[config.mk]
export PLATFORM = sky130hd
export DESIGN_NAME = block_address_extent_coalescer
export DESIGN_NICKNAME = d
export VERILOG_FILES = /design/src/rtl/bac_pkg.sv /design/src/rtl/bac_core.sv /design/src/rtl/bac_out_fifo.sv /design/src/rtl/block_address_extent_coalescer.sv
export SDC_FILE = /design/constraint.sdc
export NUM_CORES = 1
export LEC_CHECK = 0
export BUFFER_PORTS_ARGS = -buffer_cell sky130_fd_sc_hd__buf_4
export CAP_MARGIN = 10
export CORE_UTILIZATION = 30
export CTS_CLUSTER_DIAMETER = 60
export DETAILED_ROUTE_END_ITERATION = 12
export GPL_TIMING_DRIVEN = 0
export HOLD_SLACK_MARGIN = 0.06
export MAX_ROUTING_LAYER = met4
export PLACE_DENSITY = 0.59
export SLEW_MARGIN = 20
export SYNTH_ARGS = -nofsm -noshare
export SYNTH_HDL_FRONTEND = slang
export SYNTH_SLANG_ARGS = --single-unit
[constraint.sdc]
create_clock -name clk_i -period 6.5 [get_ports clk_i]
set_input_delay 1.95 -clock clk_i [delete_from_list [all_inputs] [get_ports clk_i]]
set_output_delay 1.95 -clock clk_i [all_outputs]
set_load 0.01 [all_outputs]
[src/rtl/bac_pkg.sv]
// Shared types, widths and helpers for the block address extent coalescer.
// Used by bac_core, bac_out_fifo and block_address_extent_coalescer.
package bac_pkg;

  localparam int unsigned AddrW      = 32;
  localparam int unsigned LenW       = 18;
  localparam int unsigned CntW       = 16;
  localparam int unsigned GroupShift = 9;

  localparam logic [AddrW-1:0] HoleAddr = '1;
  localparam logic [LenW-1:0]  RunLimit = LenW'(131072);
  localparam logic [CntW-1:0]  CntMax   = '1;

  // Output word layout: start, length, number, mapped, padded to whole bytes.
  localparam int unsigned FieldsW = AddrW + LenW + CntW + CntW;
  localparam int unsigned TdataW  = ((FieldsW + 7) / 8) * 8;

  localparam int unsigned FifoDepth = 4;
  localparam int unsigned PtrW      = $clog2(FifoDepth);
  localparam int unsigned CountW    = $clog2(FifoDepth + 1);

  typedef struct packed {
    logic             ext_valid;
    logic [AddrW-1:0] start;
    logic [LenW-1:0]  length;
    logic [CntW-1:0]  number;
    logic [CntW-1:0]  mapped;
    logic             run_end;
  } result_t;

  // Up to two result words produced by one accepted address.
  typedef struct packed {
    logic [1:0] num;
    result_t    first;
    result_t    second;
  } push_t;

  function automatic logic [CntW-1:0] sat_inc(input logic [CntW-1:0] v);
    return (v == CntMax) ? v : v + 1'b1;
  endfunction

endpackage

[src/rtl/bac_core.sv]
// Extent merge logic and run state for the block address extent coalescer.
// Depends on bac_pkg; feeds bac_out_fifo with up to two result words per address.
module bac_core (
  input  logic                      clk_i,
  input  logic                      rst_ni,
  input  logic                      cfg_we_i,
  input  logic [bac_pkg::LenW-1:0]  cfg_wdata_i,
  input  logic                      accept_i,
  input  logic [bac_pkg::AddrW-1:0] addr_i,
  input  logic                      last_i,
  output bac_pkg::push_t            push_o
);
  import bac_pkg::*;

  logic [LenW-1:0]  max_len_q;
  logic [AddrW-1:0] start_q, start_d;
  logic [LenW-1:0]  len_q, len_d;
  logic             open_q, open_d;
  logic [CntW-1:0]  emitted_q, emitted_d;
  logic [CntW-1:0]  mapped_q, mapped_d;

  logic [LenW-1:0]  limit;
  logic [AddrW:0]   next_addr;
  logic             hole, same_group, extend, close_a, close_b;
  logic [CntW-1:0]  num_a, num_b, emitted_mid;
  result_t          res_a, res_b, res_d;

  always_comb begin
    limit      = (max_len_q > RunLimit) ? RunLimit : max_len_q;
    hole       = (addr_i == HoleAddr);
    next_addr  = {1'b0, start_q} + {{(AddrW + 1 - LenW){1'b0}}, len_q};
    same_group = (start_q[AddrW-1:GroupShift] == addr_i[AddrW-1:GroupShift]);
    extend     = open_q && !hole && (next_addr == {1'b0, addr_i}) && same_group
                 && (len_q < limit);
    // Any open extent that is not extended by this address is closed.
    close_a    = open_q && !extend;

    mapped_d   = hole ? mapped_q : sat_inc(mapped_q);
    start_d    = (hole || extend) ? start_q : addr_i;
    len_d      = extend ? len_q + 1'b1 : (hole ? len_q : LenW'(1));
    open_d     = !hole;
    close_b    = last_i && open_d;

    num_a       = sat_inc(emitted_q);
    emitted_mid = close_a ? num_a : emitted_q;
    num_b       = sat_inc(emitted_mid);
    emitted_d   = close_b ? num_b : emitted_mid;

    res_a = '{ext_valid: 1'b1, start: start_q, length: len_q, number: num_a,
              mapped: mapped_d, run_end: last_i && !close_b};
    res_b = '{ext_valid: 1'b1, start: start_d, length: len_d, number: num_b,
              mapped: mapped_d, run_end: 1'b1};
    res_d = '{ext_valid: 1'b0, start: '0, length: '0, number: emitted_mid,
              mapped: mapped_d, run_end: 1'b1};

    push_o.second = res_b;
    if (close_a) begin
      push_o.first = res_a;
      push_o.num   = close_b ? 2'd2 : 2'd1;
    end else if (close_b) begin
      push_o.first = res_b;
      push_o.num   = 2'd1;
    end else begin
      push_o.first = res_d;
      push_o.num   = last_i ? 2'd1 : 2'd0;
    end
    if (!accept_i) begin
      push_o.num = 2'd0;
    end
  end

  always_ff @(posedge clk_i or negedge rst_ni) begin
    if (!rst_ni) begin
      max_len_q <= RunLimit;
    end else if (cfg_we_i) begin
      max_len_q <= cfg_wdata_i;
    end
  end

  always_ff @(posedge clk_i or negedge rst_ni) begin
    if (!rst_ni) begin
      start_q   <= '0;
      len_q     <= '0;
      open_q    <= 1'b0;
      emitted_q <= '0;
      mapped_q  <= '0;
    end else if (accept_i) begin
      if (last_i) begin
        // The sequence ends here; the next one starts from a clean state.
        start_q   <= '0;
        len_q     <= '0;
        open_q    <= 1'b0;
        emitted_q <= '0;
        mapped_q  <= '0;
      end else begin
        start_q   <= start_d;
        len_q     <= len_d;
        open_q    <= open_d;
        emitted_q <= emitted_d;
        mapped_q  <= mapped_d;
      end
    end
  end

endmodule

[src/rtl/bac_out_fifo.sv]
// Small result queue that takes up to two words a cycle and releases one.
// Depends on bac_pkg for the result word type and the queue depth.
module bac_out_fifo (
  input  logic             clk_i,
  input  logic             rst_ni,
  input  bac_pkg::push_t   push_i,
  output logic             room_o,
  output logic             valid_o,
  input  logic             ready_i,
  output bac_pkg::result_t data_o
);
  import bac_pkg::*;

  result_t           mem_q [FifoDepth];
  logic [PtrW-1:0]   wr_q, rd_q, wr_next;
  logic [CountW-1:0] count_q, count_d;
  logic              pop;

  assign valid_o = (count_q != '0);
  assign pop     = valid_o && ready_i;
  // Two free words are needed, since one address can close two extents.
  assign room_o  = (count_q <= CountW'(FifoDepth - 2));
  assign data_o  = mem_q[rd_q];
  assign wr_next = wr_q + 1'b1;
  assign count_d = count_q + CountW'(push_i.num) - CountW'(pop);

  always_ff @(posedge clk_i) begin
    if (push_i.num != 2'd0) begin
      mem_q[wr_q] <= push_i.first;
    end
    if (push_i.num == 2'd2) begin
      mem_q[wr_next] <= push_i.second;
    end
  end

  always_ff @(posedge clk_i or negedge rst_ni) begin
    if (!rst_ni) begin
      wr_q    <= '0;
      rd_q    <= '0;
      count_q <= '0;
    end else begin
      wr_q    <= wr_q + PtrW'(push_i.num);
      rd_q    <= rd_q + PtrW'(pop);
      count_q <= count_d;
    end
  end

endmodule

[src/rtl/block_address_extent_coalescer.sv]
// Top level of the block address extent coalescer: stream ports and packing.
// Depends on bac_pkg, bac_core and bac_out_fifo.
//
// Takes one block address word per cycle and merges consecutive addresses
// into extents of start and length; all-ones marks an unmapped hole. An
// address extends the open extent only if it follows it directly, lies in
// the same 512-block group and the extent is still below max_run_length
// (values above 131072 act as 131072, zero acts as one). When the queue is
// empty, a result word appears on the output in the cycle after the address
// that caused it. Results leave through a four-word queue; an address is
// taken whenever at least two queue words are free, so the input runs at
// one word per cycle as long as the output keeps up, and an address that
// closes two extents pushes two words. The word marked tlast flushes
// the open extent and ends the run; it always yields at least one result,
// the last of which carries tlast.
module block_address_extent_coalescer (
  input  logic                       clk_i,
  input  logic                       rst_ni,
  input  logic                       cfg_we_i,
  input  logic [bac_pkg::LenW-1:0]   cfg_wdata_i,   // max_run_length
  input  logic                       s_axis_tvalid_i,
  output logic                       s_axis_tready_o,
  input  logic [bac_pkg::AddrW-1:0]  s_axis_tdata_i, // block_address
  input  logic                       s_axis_tlast_i, // final_entry
  output logic                       m_axis_tvalid_o,
  input  logic                       m_axis_tready_i,
  // extent_start, extent_length, extent_number, mapped_blocks, zero padding
  output logic [bac_pkg::TdataW-1:0] m_axis_tdata_o,
  output logic                       m_axis_tuser_o, // extent_valid
  output logic                       m_axis_tlast_o  // run_end
);
  import bac_pkg::*;

  push_t   push;
  result_t head;
  logic    accept;

  assign accept = s_axis_tvalid_i && s_axis_tready_o;

  bac_core u_core (
    .clk_i       (clk_i),
    .rst_ni      (rst_ni),
    .cfg_we_i    (cfg_we_i),
    .cfg_wdata_i (cfg_wdata_i),
    .accept_i    (accept),
    .addr_i      (s_axis_tdata_i),
    .last_i      (s_axis_tlast_i),
    .push_o      (push)
  );

  bac_out_fifo u_out_fifo (
    .clk_i   (clk_i),
    .rst_ni  (rst_ni),
    .push_i  (push),
    .room_o  (s_axis_tready_o),
    .valid_o (m_axis_tvalid_o),
    .ready_i (m_axis_tready_i),
    .data_o  (head)
  );

  assign m_axis_tdata_o = {{(TdataW - FieldsW){1'b0}}, head.mapped, head.number,
                           head.length, head.start};
  assign m_axis_tuser_o = head.ext_valid;
  assign m_axis_tlast_o = head.run_end;

endmodule
==> reports/metrics.cfg <==
[run_status]
status=complete, but fails checks
failed_checks=negative setup slack

[layout]
area_growth_pct=19.39
nFillCells=7739
layout_commonest_cell=edfxtp_1
seqCellArea_um2=12710
nets=2491
fin_util=0.3646
final_cell_area_um2=28990
multi_input_area_um2=11150
layout-drive-gt1-share=0.1857
final_cell_mix=328 x edfxtp_1, 213 x nor2_1, 196 x nand2_1

[die]
core_um2=79520
die_w_um=286.5
num_io_pins=148
std_cell_rows=103
die_area_um2=82090
start_util=0.3054
fp.dieH_um=286.5

[worst_setup_path]
cp_slowest_cell=a2111oi_4
cp.required_ns=6.98
path_buf_inv=1
start_kind=input pin
cp_slowest_stage_delay_ns=0.56
worstSetupEndpointType=flip-flop
crit_arrival_ns=7.14
crit_chain=buf_12, xor2_4, a2111oi_4, nand3_2, nor4_4, or4b_4, nor4_4, and4_4, nor2_4, nand2_4, mux2_4, ha_4, nand3_4, or2_4, nand2_1, a2111o_1, or3b_4, or4_4, nand3_4, a32o_1
cp_max_fo=6
cpLargestDelayFamily=simple AND/OR/NAND/NOR gates
rrSetupSlack_ns=0.21
critPathKind=input pin to flip-flop

[sta]
finalMaxSlewViolations=0
worst_pin_slew_ns=1.082
hold_viol_final=0
min_period_ns=6.663
period_share=1.025
setup_ws_ns=-0.1634
rsz0062_at_grt=yes
max_freq_mhz=150.1
clock_skew_ns=0.04380
max-slew-margin-rel=0.2722
setup_viol=4

[detailed_routing]
wl_um=84730
wire_per_inst_um=24.34
ant_nets=0
dr.first_iter.drc_count=2096
viasPerCell=5.702
dr.pass1.iters=5
drc=0
vias=19850

[clock_tree]
clkTransAtPathRegs_ns=0.06
numCtsBuffers=48
h-tree-depth=2
tritoncts=built
clock_path_buffers=3
hold_buffers=0
cts_sinks=444
clockRootBuffer=clkbuf_16
clk-insertion-delay-late_ns=0.63

[logic_synthesis]
synth_cells=2192
yosys_most_used_dff=edfxtp_1
synth_warnings=0
syn_area_per_cell_um2=11.08
synth_edf_count=328
synth_cell_type_count=72
synth-async-reset-ratio=0.2432
ys_seq_area_frac=0.5235
synthesis.area_um2=24280
synth_seq_cells=444

[placed_design]
placed_cell_area_um2=26840
portBuffers=108
gp_congestion=0.9378
place_hpwl_um=61040

[global_route]
grt_pass1_wl_um=125900
antenna_found_initial=2
grt_pass1_vias=19360
grt_max_degree=56
grt_remaining_overflow=0
grt_use_total=0.2089

[job]
drv_cap=0

[worst_hold_path]
hold_path.class=flip-flop to flip-flop

[pwr]
peakVddDrop_v=0.0001937
power_density_nw_per_um2=388.8
power_leakage_nw=10.16

## layer usage
layer,vias to the layer above,GRT usage,share of wire
li1,8744,-,-
met1,9990,0.2831,0.43
met2,958,0.3260,0.46
met3,156,0.02925,0.076
met4,0,0.05802,0.029
met5,-,-,0
## cell usage after synthesis (all sizes together), types with 10 or more instances
| cell | number | area [um2] |
|---|---|---|
| a21o | 13 | 97.59 |
| ha | 44 | 550.5 |
| mux2i | 16 | 160.2 |
| buf | 42 | 190.2 |
| inv | 26 | 97.59 |
| nor2b | 17 | 106.4 |
| nand4 | 31 | 193.9 |
| nor3 | 69 | 345.3 |
| nor2 | 225 | 844.6 |
| a22oi | 37 | 277.8 |
| and2 | 10 | 62.56 |
| a22o | 132 | 1156 |
| xnor2 | 59 | 516.8 |
| clkbuf | 162 | 608.1 |
| nand2 | 199 | 747.0 |
| nor4 | 19 | 125.1 |
| edfxtp | 328 | 9849 |
| o22ai | 59 | 369.1 |
| o21ai | 155 | 775.7 |
| a31oi | 27 | 168.9 |
| nand3 | 43 | 220.2 |
| and3 | 15 | 93.84 |
| xor2 | 31 | 271.5 |
| mux4 | 84 | 1892 |
| a211oi | 12 | 90.09 |
| mux2 | 19 | 214.0 |
| o211ai | 14 | 105.1 |
| dfrtp | 107 | 2678 |
| a21oi | 81 | 405.4 |
## cell families (layout without fill, tap and decap cells)
logic type,Yosys count,in the layout,share of synthesized area
simple gates,671,671,0.1258
compound gates,590,590,0.1634
flops,444,444,0.5235
buf+inv,231,463,0.03704
mux,119,119,0.09331
xor+xnor,90,90,0.03246
fa+ha+maj,46,46,0.02432
other cells,1,8,0.0001544
## worst register-to-register path: cells and delay by family, from the launching register on
family / cells / cell delay, ns
adders and majority gates: 2 / 0.54
and+or+nand+nor: 14 / 2.98
DFF: 1 / 0.40
muxes: 1 / 0.33
AOI/OAI and AO/OA: 7 / 1.93
## final cells by class
class / instances / area share
plain buffers: 199 / 0.02904
clock buffers: 62 / 0.04393
well taps: 1050 / 0.04531
clock inverters: 28 / 0.01027
flip-flops and latches: 444 / 0.4385
repair buffers: 147 / 0.04432
multi-input cells: 1522 / 0.3845
inverters: 27 / 0.004013
diodes: 2 / 0.0001726
## final timing paths
check,to,startpoint,cells past startpoint
worst max register to register,u_out_fifo.mem_q[0][28],u_core.max_len_q[9],24
min in group asynchronous,u_core.mapped_q[9],rst_ni,1
max in group asynchronous,u_core.max_len_q[17],rst_ni,2
worst min register to register,u_out_fifo.mem_q[3][83],u_out_fifo.mem_q[3][83],2
worst max-delay path,u_out_fifo.mem_q[0][28],s_axis_tdata_i[11],20
worst min-delay path,u_out_fifo.mem_q[3][83],u_out_fifo.mem_q[3][83],2
## flip-flops by register name, indices dropped and copies added (netlist names)
name                flops
u_out_fifo.mem_q      336
u_core.start_q         32
u_core.len_q           18
u_core.emitted_q       16
u_out_fifo.count_q      3
u_out_fifo.wr_q         2
u_core.max_len_q       18
u_core.mapped_q        16
u_out_fifo.rd_q         2
u_core.open_q           1
## power by group
part / total, mW / internal (mW) / switching, mW
Sequential: 3.74 / 3.50 / 0.237
Clock: 2.73 / 1.50 / 1.23
Combinational: 4.81 / 1.81 / 3.00
Total: 11.3 / 6.81 / 4.47
## what timing repair did
item                                    in CTS  in global routing
buffers inserted                            17                  9
pin swaps                                   14                 19
gates resized for setup                     42                 93
endpoints found under the setup margin     714                474
## metrics by stage
stage | power (mW) | hold WS, ns | TNS, ns | std cells | setup WS, ns
after floorplan | 6.524 | 0.4199 | -24.11 | 2197 | -0.3106
after global placement | 8.276 | 0.4331 | -2358.99 | 3355 | -5.095
after detailed placement | 8.379 | 0.4435 | -1185.61 | 3368 | -2.520
after CTS | 11.19 | 0.4581 | -1.179 | 3474 | -0.2803
after global routing | 11.78 | 0.5005 | -0.9670 | 3481 | -0.2407
final | 11.27 | 0.4589 | -0.6064 | 3481 | -0.1634
No activity file was read; power rests on OpenSTA's default activity.
